File: config.mk
export PLATFORM = sky130hd
export DESIGN_NAME = nnaq_best
export DESIGN_NICKNAME = d
export VERILOG_FILES = /design/src/design/nnaq_pkg.sv /design/src/design/nnaq_best.sv
export SDC_FILE = /design/constraint.sdc
export NUM_CORES = 1
export LEC_CHECK = 0
export ABC_AREA = 1
export ABC_CLOCK_PERIOD_IN_PS = 9300
export BUFFER_PORTS_ARGS = -buffer_cell sky130_fd_sc_hd__buf_2
export CAP_MARGIN = 20
export CORE_MARGIN = 5
export CORE_UTILIZATION = 45
export CTS_CLUSTER_SIZE = 8
export DETAILED_ROUTE_END_ITERATION = 10
export GPL_ROUTABILITY_DRIVEN = 0
export MAX_ROUTING_LAYER = met4
export PLACE_DENSITY = 0.8
export SLEW_MARGIN = 5
export SYNTH_ARGS = -nofsm -noshare
export SYNTH_HDL_FRONTEND = slang
export SYNTH_SLANG_ARGS = --single-unit
File: constraint.sdc
create_clock -name clk -period 9.3 [get_ports clk]
set_input_delay 0.93 -clock clk [delete_from_list [all_inputs] [get_ports clk]]
set_output_delay 0.93 -clock clk [all_outputs]
set_load 0.02 [all_outputs]
File: src/design/nnaq_pkg.sv
// Shared package for the nearest-node attractor query unit.
// Holds sizes, command and status codes, and the payload and link struct types.
// No dependencies.
`timescale 1ns / 1ps

package nnaq_pkg;

  // Table size and derived widths.
  localparam int MAX_NODES = 1024;
  localparam int IDX_W     = $clog2(MAX_NODES);
  localparam int CNT_W     = IDX_W + 1;

  // Arithmetic widths.
  localparam int COORD_W  = 16;
  localparam int ABS_W    = 16;
  localparam int SQ_W     = 2 * ABS_W;
  localparam int DIST_W   = 34;
  localparam int RADIUS_W = 14;
  localparam int KILLD_W  = RADIUS_W + 1;
  localparam int KSQ_W    = 2 * KILLD_W;
  localparam int NODE_W   = 3 * COORD_W;

  localparam logic [RADIUS_W-1:0] RADIUS_RESET = RADIUS_W'(5);

  // Command codes.
  localparam logic [1:0] KIND_CLEAR  = 2'd0;
  localparam logic [1:0] KIND_APPEND = 2'd1;
  localparam logic [1:0] KIND_MARK   = 2'd2;
  localparam logic [1:0] KIND_QUERY  = 2'd3;

  // Status codes.
  localparam logic [1:0] STATUS_OK    = 2'd0;
  localparam logic [1:0] STATUS_FULL  = 2'd1;
  localparam logic [1:0] STATUS_EMPTY = 2'd2;

  // Input transaction payload.
  typedef struct packed {
    logic [1:0]                kind;
    logic signed [COORD_W-1:0] point_x;
    logic signed [COORD_W-1:0] point_y;
    logic signed [COORD_W-1:0] point_z;
  } in_item_t;

  // Output transaction payload.
  typedef struct packed {
    logic [IDX_W-1:0]  nearest_index;
    logic [DIST_W-1:0] nearest_sq_distance;
    logic              killed;
    logic [1:0]        status;
  } out_item_t;

  // A 3-D point.
  typedef struct packed {
    logic signed [COORD_W-1:0] x;
    logic signed [COORD_W-1:0] y;
    logic signed [COORD_W-1:0] z;
  } point_t;

  // Node read from the table, entering the distance pipeline.
  typedef struct packed {
    logic             valid;
    logic [IDX_W-1:0] idx;
    point_t           pt;
  } node_rd_t;

  // Squared distance leaving the distance pipeline.
  typedef struct packed {
    logic              valid;
    logic [IDX_W-1:0]  idx;
    logic [DIST_W-1:0] sq;
  } dist_t;

  // Running result of the scan.
  typedef struct packed {
    logic              killed;
    logic [IDX_W-1:0]  idx;
    logic [DIST_W-1:0] sq;
  } best_t;

endpackage

File: src/design/nnaq_best.sv
// Scan tracker: keeps the nearest node so far and the kill flag.
// Depends on nnaq_pkg.
`timescale 1ns / 1ps

module nnaq_best import nnaq_pkg::*; (
  input  logic             clk,
  input  logic             rst,
  input  logic             start,
  input  dist_t            sq_in,
  input  logic [CNT_W-1:0] gen_start,
  input  logic [KSQ_W-1:0] kill_sq,
  output best_t            best
);

  logic              best_valid;
  logic              killed;
  logic [IDX_W-1:0]  best_idx;
  logic [DIST_W-1:0] best_sq;
  logic              in_gen;
  logic              in_kill;
  logic              closer;

  always_comb begin
    in_gen  = {1'b0, sq_in.idx} >= gen_start;
    in_kill = sq_in.sq < DIST_W'(kill_sq);
    closer  = !best_valid || (sq_in.sq < best_sq);
  end

  // Strictly-closer update keeps the lowest index on ties.
  always_ff @(posedge clk) begin
    if (rst) begin
      best_valid <= 1'b0;
      killed     <= 1'b0;
    end else if (start) begin
      best_valid <= 1'b0;
      killed     <= 1'b0;
    end else if (sq_in.valid) begin
      if (in_gen && in_kill) begin
        killed <= 1'b1;
      end
      if (closer) begin
        best_valid <= 1'b1;
        best_idx   <= sq_in.idx;
        best_sq    <= sq_in.sq;
      end
    end
  end

  assign best.killed = killed;
  assign best.idx    = best_idx;
  assign best.sq     = best_sq;

endmodule

### After elaboration in Yosys (flattened, before gate mapping)

Index checks and enable logic that the tools add are counted.

| operators by class | value |
|---|---|
| add/subtract/negate cells | 0 |
| multipliers | 0 |
| div/mod/pow operators | 0 |
| $lt $le $gt $ge | 3 |
| eq/ne operators | 0 |
| shift operators | 0 |
| mux-type cells | 0 |
| bitwise operators | 2 |
| reductions and logical operators | 7 |

Operators by type and width:

| cell | count |
|---|---|
| $lt A34 B30 Y1 | 1 |
| $lt A34 B34 Y1 | 1 |
| $ge A10 B11 Y1 | 1 |
| $reduce_and A2 Y1 | 2 |
| $reduce_and A4 Y1 | 1 |
| $not A1 Y1 | 2 |
| $reduce_or A2 Y1 | 1 |
| $logic_and A1 B1 Y1 | 1 |
| $logic_not A1 Y1 | 1 |
| $logic_or A1 B1 Y1 | 1 |

| word-level totals | value |
|---|---|
| flip-flop bits (word level) | 46 |
| bits in latches | 0 |
| RAM bits | 0 |
| bits in read-only memories | 0 |
| bits of input ports | 89 |
| logic and storage cells | 16 |
| memories kept | 0 |

### Logic depth before layout (Yosys ltp)

| logic depth | value |
|---|---|
| depth in word-level cells | 3 |
| gate-level depth with buffers | 13 |
| gate-level depth less buffers | 13 |

### Worst setup path before layout

No wires, ideal clock.

| path | value |
|---|---|
| path type | input-to-reg |
| start | in sq_in[15] (netlist bit) |
| end | reg best_idx[0], enable pin |
| library setup time | 460 ps |
| arrival | 3902 ps |
| data required time | 8840 ps |
| path slack | 4937 ps |
| stages | 10 |
| cell sequence | ha_1 -> nand2_1 -> inv_1 -> o21ai_0 -> nand2_1 -> a21oi_1 -> nand3_1 -> nand2_1 -> nand2_1 -> a21oi_1 |

| on the way | value |
|---|---|
| longest elaborated chain between the ends | 3 |

Ends and longest elaborated chain:

| item | line | RTL |
|---|---|---|
| start, declared | nnaq_best.sv:9 | `input dist_t sq_in,` |
| $lt A34 B34 Y1 | nnaq_best.sv:26 | `closer = !best_valid \|\| (sq_in.sq < best_sq);` |
| $logic_or A1 B1 Y1 | nnaq_best.sv:26 |  |
| $reduce_and A4 Y1 (no line) | n/a |  |
| end signal, assigned | nnaq_best.sv:43 | `best_idx <= sq_in.idx;` |
| end, declared | nnaq_best.sv:17 | `logic [IDX_W-1:0] best_idx;` |

No other way between the ends.
A chain may end at the register's enable or synchronous reset.

### Worst setup path after layout

| path | value |
|---|---|
| start | in sq_in[15] (netlist bit) |
| end | reg best_sq[12], enable pin |

| on the way | value |
|---|---|
| longest elaborated chain between the ends | 3 |

Ends and longest elaborated chain:

| item | line | RTL |
|---|---|---|
| $lt A34 B34 Y1 | nnaq_best.sv:26 |  |
| $logic_or A1 B1 Y1 | nnaq_best.sv:26 |  |
| $reduce_and A4 Y1 (no line) | n/a |  |
| end signal, assigned | nnaq_best.sv:44 | `best_sq <= sq_in.sq;` |
| end, declared | nnaq_best.sv:18 | `logic [DIST_W-1:0] best_sq;` |

No other way between the ends.

==> metrics.txt <==
leading cell type in the layout, fill and taps excluded=buf_2; multi-input combinational cell area=1650 um^2; total cell area at the placement stage=between 4000 and 5000 um^2; initial antenna violation count=0; count of maximum capacitance violations=0; count of warnings emitted by yosys=0; TritonCTS clock tree=yes; CP startpoint kind=input port; Total Routed Length=7.80 mm; count of antenna-violating nets left after detailed routing=0; Tcrit/Tclk final=0.334; Crit Path Class=in2reg; die area=9390 um^2; CP most frequent cell=nand2_1; Worst Hold Class=reg2reg; largest cells by area after synthesis=edfxtp_1 39%, ha_1 27%, inv_1 11%; Compound-Gate Fraction of Synth Area=0.0726; Net count, final=693; dominant cell type by area after synthesis=edfxtp_1; net switching power=0.000132 W; first-pass iteration count of the detailed router=4; IO Port Bufs=133; Data arrival, critical path=3070 ps; share of post-route cells with drive strength above 1=0.268; clock buffers created by TritonCTS=5; Sw Share=0.285; proportion of netlist area held by the largest area contributor=0.389; via total after detailed routing=~2900; Reg clk slew, reported paths=90 ps; clock period minus worst slack=3110 ps; die boundary width=96.9 um; RSZ-0062 raised after global routing=no; internal power of the cells=0.000331 W; number of enable flip-flop cells after synthesis=44; buffers inserted by post-CTS timing repair=0; Critical Path Sink Type=flip-flop; DRC marker count from the first detailed-route iteration=51; share of synthesized area spent on multiplexers=0; average vias per placed instance=4.64; number of distinct library cells after synthesis=19; clock network power share=0.268; post-synthesis xor/xnor area fraction=0; Reg power frac=0.510; boundary pin count=roughly 130; GRT Residual Overflow=0; worst-path cell with the longest stage delay=a21oi_4; Power Density=around 110 nW/um^2; commonest register cell after synthesis=edfxtp_1; DRC violations left=0; Worst slew margin=0.552; post-synthesis async set-or-reset flop share=0; post-synthesis cell area=3400 um^2; via count of the first global-routing pass=2953; number of cells on the worst reg-to-reg path=12; number of nets in the synthesized netlist=about 550; DP Wirelength=6.80 mm; sink count of the clock tree=46; final core utilization=0.588; Antenna Diode Count=0; maximum number of pins on one net before global-route repair=26; final setup violation count=0; synthesized instance count=between 300 and 400; number of placement rows=31; Worst-Skew Late Latency=290 ps; most used cells in the layout excluding fill and tap cells=133 x buf_2, 104 x inv_1, 86 x nand2_1; sequential area share after synthesis=0.401; Synth Register Bits=46; largest family of logic cells by synthesized area=adder cells; final-report max-slew violation count=0; final clock skew=8.68 ps; CTS Root Cell=clkbuf_8; measured slew at the worst slew-check pin=roughly 670 ps; Finished Cell Area=4280 um^2; height of the chip=around 97 um; synthesized area divided by synthesized cell count=8.67 um^2; required time at the worst-slack endpoint=9260 ps; list of cells traversed by the critical path=buf_2 -> ha_1 -> nand2_1 -> inv_1 -> o21ai_0 -> nand2_1 -> a21oi_1 -> nand3_1 -> nand2_1 -> nand2_1 -> a21oi_4 -> buf_4; area share of fa/ha/maj cells after synthesis=0.265; Sum Neg Setup Slack=0 ps; result of the run=finished clean; per-cell routed wire length=12.3 um; peak per-stage delay on the critical path=between 500 and 600 ps; core box area=between 7000 and 8000 um^2; number of levels in the clock H-tree=2; Max Freq=between 300 and 400 MHz; final hold violation count=0; combinational group share of total power=0.222; cells resized by post-CTS repair=0; IR Drop Worst-Case VDD=0.0000607 V; combined flip-flop and latch cell area=1360 um^2; total routing usage reported by global routing=0.167; maximum net fanout on the critical path=25; starting density of the core=0.466; hold-fix buffer count after cts=0; leakage power figure=2.43 nW; WHS Path Cells=2; layout overhead on the synthesized area=26.1%; wire length of the first global-routing pass=12.7 mm; fill count=696; CTS max path bufs=2; area share of and/or/nand/nor cells after synthesis=0.144
[worst max-delay path: cells and delay by family]
kind	cells	cell delay [ps]
AOI/OAI and AO/OA	3	840
buffers and inverters	3	600
and+or+nand+nor	5	400
adders and majority gates	1	300
[per-layer routing]
layer | vias up | track usage | share of wire
met1 | 1300 | 0.184 | 0.42
li1 | 1535 | - | -
met4 | 0 | 0.0475 | 0.015
met2 | 86 | 0.294 | 0.49
met5 | - | - | 0
met3 | 10 | 0.0453 | 0.069
[path summary, 6_finish.rpt]
check	from	end	slack, ps
worst max-delay path	sq_in[15]	best_sq[12]	6190
worst min-delay path	killed	killed	460
worst max register to register	best_sq[15]	best_sq[12]	6560
worst min register to register	killed	killed	460
[cells in the mapped netlist, types with 2 or more instances]
cell	instances
a21o_1	2
a21oi_1	28
dfxtp_1	2
edfxtp_1	44
ha_1	72
inv_1	104
nand2_1	86
nand3_1	7
nand4_1	4
nor2_1	25
o21a_1	2
o21ai_0	9
[cells by family (layout without fill, tap and decap cells)]
logic type	Yosys count	after routing
AO/OA/AOI/OAI	45	45
adder cells (fa/ha/maj)	72	72
buffers and inverters	105	246
flip-flops	46	46
AND/OR/NAND/NOR	124	124
[state kept, by name, indices dropped and copies added (netlist names)]
register / count
best_sq: 34
best_idx: 10
best_valid: 1
killed: 1
[layout make-up]
cell class,instances,share of cell area
multi-input combinational,241,0.385
inverter,104,0.0911
timing repair buffer,134,0.157
tap,99,0.0289
clock buffer,6,0.0169
sequential,46,0.318
clock inverter,2,0.00321
[stage by stage]
step / std cells / hold slack (ps) / total power [W] / setup slack, ps
2_1_floorplan: 392 / 426 / 0.000301 / 4940
3_3_place_gp: 624 / 447 / 0.000340 / 5860
3_5_place_dp: 624 / 451 / 0.000346 / 5800
4_1_cts: 632 / 467 / 0.000470 / 6120
5_1_grt: 632 / 496 / 0.000493 / 5960
6_report: 632 / 465 / 0.000464 / 6190
[power by group through the flow]
stage	Clock (W)	Sequential (W)	Combinational, W
2_1_floorplan	0	0.000248	0.0000529
3_3_place_gp	0	0.000241	0.0000992
3_5_place_dp	0	0.000241	0.000105
4_1_cts	0.000128	0.000236	0.000105
5_1_grt	0.000136	0.000237	0.000120
6_report	0.000124	0.000236	0.000103
Note: power is estimated with default switching activity, not from simulation.
