==> config.mk <==
export PLATFORM = sky130hd
export DESIGN_NAME = nnaq_dist
export DESIGN_NICKNAME = d
export VERILOG_FILES = /design/src/design/nnaq_pkg.sv /design/src/design/nnaq_dist.sv
export SDC_FILE = /design/constraint.sdc
export NUM_CORES = 2
export LEC_CHECK = 0
export BUFFER_PORTS_ARGS = -buffer_cell sky130_fd_sc_hd__buf_4
export CORE_AREA = 2 2 255 257
export CTS_CLUSTER_DIAMETER = 30
export CTS_CLUSTER_SIZE = 24
export DETAILED_ROUTE_END_ITERATION = 10
export DIE_AREA = 0 0 257 259
export HOLD_SLACK_MARGIN = 0.05
export PLACE_DENSITY = 0.74
export SYNTH_ARGS = -nofsm -noshare
export SYNTH_HDL_FRONTEND = slang
export SYNTH_SLANG_ARGS = --single-unit
==> constraint.sdc <==
create_clock -name clk -period 18.2 [get_ports clk]
set_input_delay 3.64 -clock clk [delete_from_list [all_inputs] [get_ports clk]]
set_output_delay 3.64 -clock clk [all_outputs]
set_load 0.01 [all_outputs]
==> src/design/nnaq_pkg.sv <==
// Shared package for the nearest-node attractor query unit.
// Holds sizes, command and status codes, and the payload and link struct types.
// No dependencies.
`timescale 1ns / 1ps

package nnaq_pkg;

  // Table size and derived widths.
  localparam int MAX_NODES = 1024;
  localparam int IDX_W     = $clog2(MAX_NODES);
  localparam int CNT_W     = IDX_W + 1;

  // Arithmetic widths.
  localparam int COORD_W  = 16;
  localparam int ABS_W    = 16;
  localparam int SQ_W     = 2 * ABS_W;
  localparam int DIST_W   = 34;
  localparam int RADIUS_W = 14;
  localparam int KILLD_W  = RADIUS_W + 1;
  localparam int KSQ_W    = 2 * KILLD_W;
  localparam int NODE_W   = 3 * COORD_W;

  localparam logic [RADIUS_W-1:0] RADIUS_RESET = RADIUS_W'(5);

  // Command codes.
  localparam logic [1:0] KIND_CLEAR  = 2'd0;
  localparam logic [1:0] KIND_APPEND = 2'd1;
  localparam logic [1:0] KIND_MARK   = 2'd2;
  localparam logic [1:0] KIND_QUERY  = 2'd3;

  // Status codes.
  localparam logic [1:0] STATUS_OK    = 2'd0;
  localparam logic [1:0] STATUS_FULL  = 2'd1;
  localparam logic [1:0] STATUS_EMPTY = 2'd2;

  // Input transaction payload.
  typedef struct packed {
    logic [1:0]                kind;
    logic signed [COORD_W-1:0] point_x;
    logic signed [COORD_W-1:0] point_y;
    logic signed [COORD_W-1:0] point_z;
  } in_item_t;

  // Output transaction payload.
  typedef struct packed {
    logic [IDX_W-1:0]  nearest_index;
    logic [DIST_W-1:0] nearest_sq_distance;
    logic              killed;
    logic [1:0]        status;
  } out_item_t;

  // A 3-D point.
  typedef struct packed {
    logic signed [COORD_W-1:0] x;
    logic signed [COORD_W-1:0] y;
    logic signed [COORD_W-1:0] z;
  } point_t;

  // Node read from the table, entering the distance pipeline.
  typedef struct packed {
    logic             valid;
    logic [IDX_W-1:0] idx;
    point_t           pt;
  } node_rd_t;

  // Squared distance leaving the distance pipeline.
  typedef struct packed {
    logic              valid;
    logic [IDX_W-1:0]  idx;
    logic [DIST_W-1:0] sq;
  } dist_t;

  // Running result of the scan.
  typedef struct packed {
    logic              killed;
    logic [IDX_W-1:0]  idx;
    logic [DIST_W-1:0] sq;
  } best_t;

endpackage

==> src/design/nnaq_dist.sv <==
// Squared-distance pipeline: one node per cycle, three stages.
// Depends on nnaq_pkg.
`timescale 1ns / 1ps

module nnaq_dist import nnaq_pkg::*; (
  input  logic     clk,
  input  logic     rst,
  input  node_rd_t node,
  input  point_t   attr,
  output dist_t    sq_out,
  output logic     busy
);

  // Absolute difference of two signed coordinates; always fits in ABS_W bits.
  function automatic logic [ABS_W-1:0] abs_diff(input logic signed [COORD_W-1:0] a,
                                                 input logic signed [COORD_W-1:0] b);
    logic signed [COORD_W:0] d;
    logic signed [COORD_W:0] m;
    d = {a[COORD_W-1], a} - {b[COORD_W-1], b};
    m = d[COORD_W] ? -d : d;
    return m[ABS_W-1:0];
  endfunction

  logic             s1_valid, s2_valid, s3_valid;
  logic [IDX_W-1:0] s1_idx, s2_idx, s3_idx;
  logic [ABS_W-1:0] s1_ax, s1_ay, s1_az;
  logic [SQ_W-1:0]  s2_sx, s2_sy, s2_sz;
  logic [DIST_W-1:0] s3_sq;

  // Stage valids.
  always_ff @(posedge clk) begin
    if (rst) begin
      s1_valid <= 1'b0;
      s2_valid <= 1'b0;
      s3_valid <= 1'b0;
    end else begin
      s1_valid <= node.valid;
      s2_valid <= s1_valid;
      s3_valid <= s2_valid;
    end
  end

  // Stage 1 differences, stage 2 squares, stage 3 sum.
  always_ff @(posedge clk) begin
    s1_idx <= node.idx;
    s1_ax  <= abs_diff(attr.x, node.pt.x);
    s1_ay  <= abs_diff(attr.y, node.pt.y);
    s1_az  <= abs_diff(attr.z, node.pt.z);
    s2_idx <= s1_idx;
    s2_sx  <= SQ_W'(s1_ax) * SQ_W'(s1_ax);
    s2_sy  <= SQ_W'(s1_ay) * SQ_W'(s1_ay);
    s2_sz  <= SQ_W'(s1_az) * SQ_W'(s1_az);
    s3_idx <= s2_idx;
    s3_sq  <= DIST_W'(s2_sx) + DIST_W'(s2_sy) + DIST_W'(s2_sz);
  end

  assign sq_out.valid = s3_valid;
  assign sq_out.idx   = s3_idx;
  assign sq_out.sq    = s3_sq;
  assign busy         = s1_valid | s2_valid | s3_valid;

endmodule

### After elaboration in Yosys (flattened, before gate mapping)

Index checks and enable logic that the tools add are counted.

| operators by class | value |
|---|---|
| muxes and demuxes | 3 |
| divide/modulo/power cells | 0 |
| eq/ne operators | 0 |
| multipliers | 3 |
| order comparisons | 0 |
| add/sub/neg operators | 8 |
| shift operators | 0 |
| bitwise gates (word level) | 2 |
| reduce and logical (&&, ||, !) cells | 0 |

Operator list:

| operator | number |
|---|---|
| $mul 16x16->32 | 3 |
| $sub 16x16->17 | 3 |
| $mux 16 | 3 |
| $neg 16->16 | 3 |
| $add 33x32->34 | 1 |
| $add 32x32->33 | 1 |
| $or 1x1->1 | 2 |

| word-level totals | value |
|---|---|
| memories | 0 |
| bits in registers | 211 |
| ROM bits | 0 |
| output and inout bits | 46 |
| input bits | 109 |
| memory bits (writable) | 0 |
| logic and storage cells | 29 |
| bits in latches | 0 |

### Depth between registers and ports, before layout

| logic depth | value |
|---|---|
| depth after elaboration | 3 |
| depth in mapped cells | 25 |
| gate-level depth less buffers | 24 |

### Worst setup path after synthesis

No wires, ideal clock.

| timing path | value |
|---|---|
| kind | input port to flip-flop |
| start | input port attr[0] in the netlist's numbering |
| end | register s1_az[15] |
| buffers on the path | 0 |
| setup time | 120 ps |
| slack | 11746 ps |
| cell stages on the path | 13 |
| arrival | 6334 ps |
| data required time | 18080 ps |
| cell sequence | inv_1 -> ha_1 -> inv_1 -> fa_1 -> a21o_1 -> a221oi_2 -> nor3b_1 -> o21ba_1 -> a2111o_1 -> nor3b_2 -> nor4b_2 -> a21oi_1 -> xnor2_1 |

| between the ends | value |
|---|---|
| word-level cells in the longest chain between the ends | 3 |

RTL lines:

| element | line | text |
|---|---|---|
| start: declaration | nnaq_dist.sv:9 | `input point_t attr,` |
| $sub 16x16->17 (*) | nnaq_dist.sv:19 | `d = {a[COORD_W-1], a} - {b[COORD_W-1], b};` |
| $neg 16->16 | nnaq_dist.sv:20 | `m = d[COORD_W] ? -d : d;` |
| $mux 16 (*) | nnaq_dist.sv:20 |  |
| end signal: assignment | nnaq_dist.sv:48 | `s1_az <= abs_diff(attr.z, node.pt.z);` |
| end: declaration | nnaq_dist.sv:26 | `logic [ABS_W-1:0] s1_ax, s1_ay, s1_az;` |

Mark *: on every way between the ends. The rest lies on a longest branch, timed or not.
A chain may end at the register's enable or synchronous reset.

### Worst setup path after layout

| timing path | value |
|---|---|
| start | register s1_ay[3] |
| end | register s2_sy[29] |

| between the ends | value |
|---|---|
| word-level cells in the longest chain between the ends | 1 |

RTL lines:

| element | line | text |
|---|---|---|
| start: declaration | nnaq_dist.sv:26 |  |
| start signal: assignment | nnaq_dist.sv:47 | `s1_ay <= abs_diff(attr.y, node.pt.y);` |
| $mul 16x16->32 | nnaq_dist.sv:51 | `s2_sy <= SQ_W'(s1_ay) * SQ_W'(s1_ay);` |
| end signal: assignment | nnaq_dist.sv:51 |  |
| end: declaration | nnaq_dist.sv:27 | `logic [SQ_W-1:0] s2_sx, s2_sy, s2_sz;` |

No other way between the ends.

==> results.toml <==
[routing]
drt_pre_antenna_iters = 5
post_drt_via_cell_ratio = 5.094
initialDrtViolationCount = 1050
wl_met1_um = 27500
totalWireLength_um = 65200
met3WireLength_um = 3594
wl_per_cell_um = 14.55
routed-wl-met2_um = 32260
dr_total_vias = 22830
antenna_violating_nets_post_route = 0
top_layer_used = "met4"
route.detailed.drc = 0

[placement]
place.gp.congestion = 0.8848
place_hpwl_um = 54550
io_buffer_count = 154

[synthesis]
netlist_top_cells_area = "sky130_fd_sc_hd__fa_1 (33%), sky130_fd_sc_hd__ha_1 (15%), sky130_fd_sc_hd__dfxtp_1 (13%)"
number_of_warnings_reported_in_the_yosys_synthesis_log = 0
syn_area_per_cell_sq_um = 9.101
synth-seq-cells = 208
synth_most_common_cell = "sky130_fd_sc_hd__inv_1"
ys_async_sr_fraction_pct = 0
yosysSeqAreaShare_pct = 13.22
yosysTopAreaCell = "sky130_fd_sc_hd__fa_1"
synth_ff_type = "sky130_fd_sc_hd__dfxtp_1"
share_of_yosys_cell_area_claimed_by_the_top_area_cell_type_pct = 33.10
synth_enable_flop_cells = 0
synthesized_instance_count = 3462
post_synth_most_frequent_cells = "sky130_fd_sc_hd__inv_1 (842), sky130_fd_sc_hd__fa_1 (521), sky130_fd_sc_hd__ha_1 (383)"
ys_types = 84
synth_area_sq_um = 31510

[worst_setup_path]
startpoint_of_the_most_critical_register_to_register_path = "s1_ay[3]"
data_arrival_time_of_the_critical_path_ps = 7250
depth_of_the_worst_register_to_register_path = 22
worstReg2RegEnd = "s2_sy[29]"
critPathMaxFanout = 15
criticalPathCategory = "reg -> reg"
cp-end-kind = "flop"
worst_ep_required_time_ps = 18650
worstSetupStartpointType = "flop"
ff2ff_setup_slack_ps = 11400

[timing]
timing.final.crit_share_pct = 37.37
setup_repair_after_global_routing_missed_its_margin = "false"
tightestPinTransition_ps = 880.9
maxClockFrequency_mhz = 147.0
post-route-min-period_ps = 6801
totalNegativeSetupSlack_ps = 0
final_number_of_setup_violating_endpoints = 0
timing.clock.skew_ps = 19.89
slew_viol_final = 0
timing_hold_violations_final = 0
slew_headroom_pct = 41.19

[hold_path]
min_path_cells = 0
hold_path.startpoint = "s2_idx[4]"
hold_path_end = "s3_idx[4]"
worst_hold_path_type = "reg -> reg"

[clock_tree]
post_cts.resized_instances = 0
cts-root-to-sink-buffers = 3
cts_tree = "yes"
clock-root-buffer = "sky130_fd_sc_hd__clkbuf_16"
cts_num_sinks = 208
cts_buffers = 44
post_cts_hold_buffer_count = 0
htree_num_levels = 2
worstSkewPairLatency_ps = 570
number_of_post_cts_setup_repair_buffers = 0
path_clk_slew_ps = 50

[floorplanning]
dieArea_sq_um = 66560
design.portCount = 155
number_of_cell_rows = 93
chipHeight_um = 259
die_width_um = 257
start_util_pct = 49.32
floorplan.core_area_sq_um = 63880

[cells_and_area]
area_growth_pct = 11.00
finalNetCount = 4604
layout_cells_sized_above_1_pct = 7.336
insertedDiodeCount = 0

[global_route]
grt-ovfl-total = 0
pin_count_of_the_biggest_net_entering_global_routing = 21
grt_pass1_vias = 24120
number_of_antenna_violations_at_the_first_check_in_global_routing = 1
grtUsageTotal_pct = 20.38
grt_pass1_wl_um = 111800

[status]
outcome = "finished, final reports clean"

[flow_run]
max_cap_violations = 0
-- kinds of logic after synthesis --
logic type / Yosys count / share of synthesized area, %
compound gates: 465 / 9.865
xor+xnor: 209 / 5.834
other cells: 1 / 0.01190
simple gates: 753 / 11.63
flops: 208 / 13.22
buf+inv: 916 / 10.92
mux: 6 / 0.2065
fa+ha+maj: 904 / 48.31
-- routing by layer --
metal,up-vias,global-route usage [%]
met5,-,0
met4,0,6.525
met3,106,3.525
met2,467,35.86
met1,11210,25.47
li1,11050,-
-- stage by stage --
| step | setup slack (ps) | util, % | instances | hold WS, ps | instance area [sq um] |
|---|---|---|---|---|---|
| detailed placement | 11170 | 52.39 | 4400 | 312.1 | 33470 |
| global route | 11010 | 54.75 | 4481 | 324.3 | 34970 |
| floorplan | 11750 | - | 3464 | 309.6 | 31510 |
| global placement | 11330 | 52.39 | 4400 | 309.9 | 33470 |
| finish | 11400 | 54.75 | 4481 | 321.6 | 34970 |
| CTS | 11420 | 54.75 | 4481 | 322.1 | 34970 |
-- flip-flops by register name, indices dropped and copies added, names as in the netlist --
name / cells
s3_sq: 34
s2_sx: 31
s2_sy: 31
s2_sz: 31
s1_ax: 16
s1_ay: 16
s1_az: 16
s1_idx: 10
s2_idx: 10
s3_idx: 10
s1_valid: 1
s2_valid: 1
s3_valid: 1
-- cells in the final DEF (no fill, tap or decap), drive strengths merged, types with 10 or more instances in the layout --
cell    Yosys  final
clkbuf     72     53
inv       842    847
a21oi     134    134
a31o       12     12
a21o       58     58
xor2       67     67
o31ai      17     17
and3       20     20
buf         2    155
nand2     278    278
or2        10     10
a31oi      30     30
a211oi     13     13
and2      136    136
nor3       29     29
nand3      31     31
dfxtp     208    208
o21a       29     29
nor2      146    146
clkinv      0     12
fa        521    521
ha        383    383
o21bai     27     27
o21ai      66     66
nor2b      42     42
xnor2     142    142
nand2b     18     18
-- worst max-delay path: stages, from the launching register on --
cell and delay, ps:
sky130_fd_sc_hd__dfxtp_1 710, sky130_fd_sc_hd__inv_1 280, sky130_fd_sc_hd__nor2_1 230, sky130_fd_sc_hd__ha_1 280, sky130_fd_sc_hd__xor2_1 190, sky130_fd_sc_hd__fa_1 540, sky130_fd_sc_hd__inv_1 50, sky130_fd_sc_hd__fa_1 480
sky130_fd_sc_hd__fa_1 500, sky130_fd_sc_hd__fa_1 490, sky130_fd_sc_hd__inv_1 50, sky130_fd_sc_hd__fa_1 470, sky130_fd_sc_hd__inv_1 40, sky130_fd_sc_hd__ha_1 330, sky130_fd_sc_hd__a21o_1 200, sky130_fd_sc_hd__a21o_1 180
sky130_fd_sc_hd__a21oi_1 290, sky130_fd_sc_hd__nor2_1 90, sky130_fd_sc_hd__a221o_1 350, sky130_fd_sc_hd__a2111oi_2 450, sky130_fd_sc_hd__o31a_1 230, sky130_fd_sc_hd__o21ai_1 80, sky130_fd_sc_hd__xor2_1 150
-- area by class of cell --
cell class                 count  area (sq um)
timing repair buffer         155          1164
sequential                   208          4164
inverter                     842          3161
fill                        5663         28910
tap                          855          1070
multi-input combinational   2340         23910
clock buffer                  53          1176
clock inverter                28         331.6
-- how the worst max path moves through the flow --
stage                          from         to  slack (ps)  cells after the start
final                      s1_ay[3]  s2_sy[29]       11400                     22
after global routing       s1_ax[4]  s2_sx[30]       11010                     20
after CTS                 s1_ay[13]  s2_sy[29]       11420                     22
after detailed placement   attr[16]  s1_ay[11]       11170                     14
after global placement     attr[16]  s1_ay[11]       11330                     14
after floorplan             attr[0]  s1_az[15]       11750                     13
Power is not shown: default switching activity piles up to over one toggle a cycle in this logic, so the estimate is an artifact.
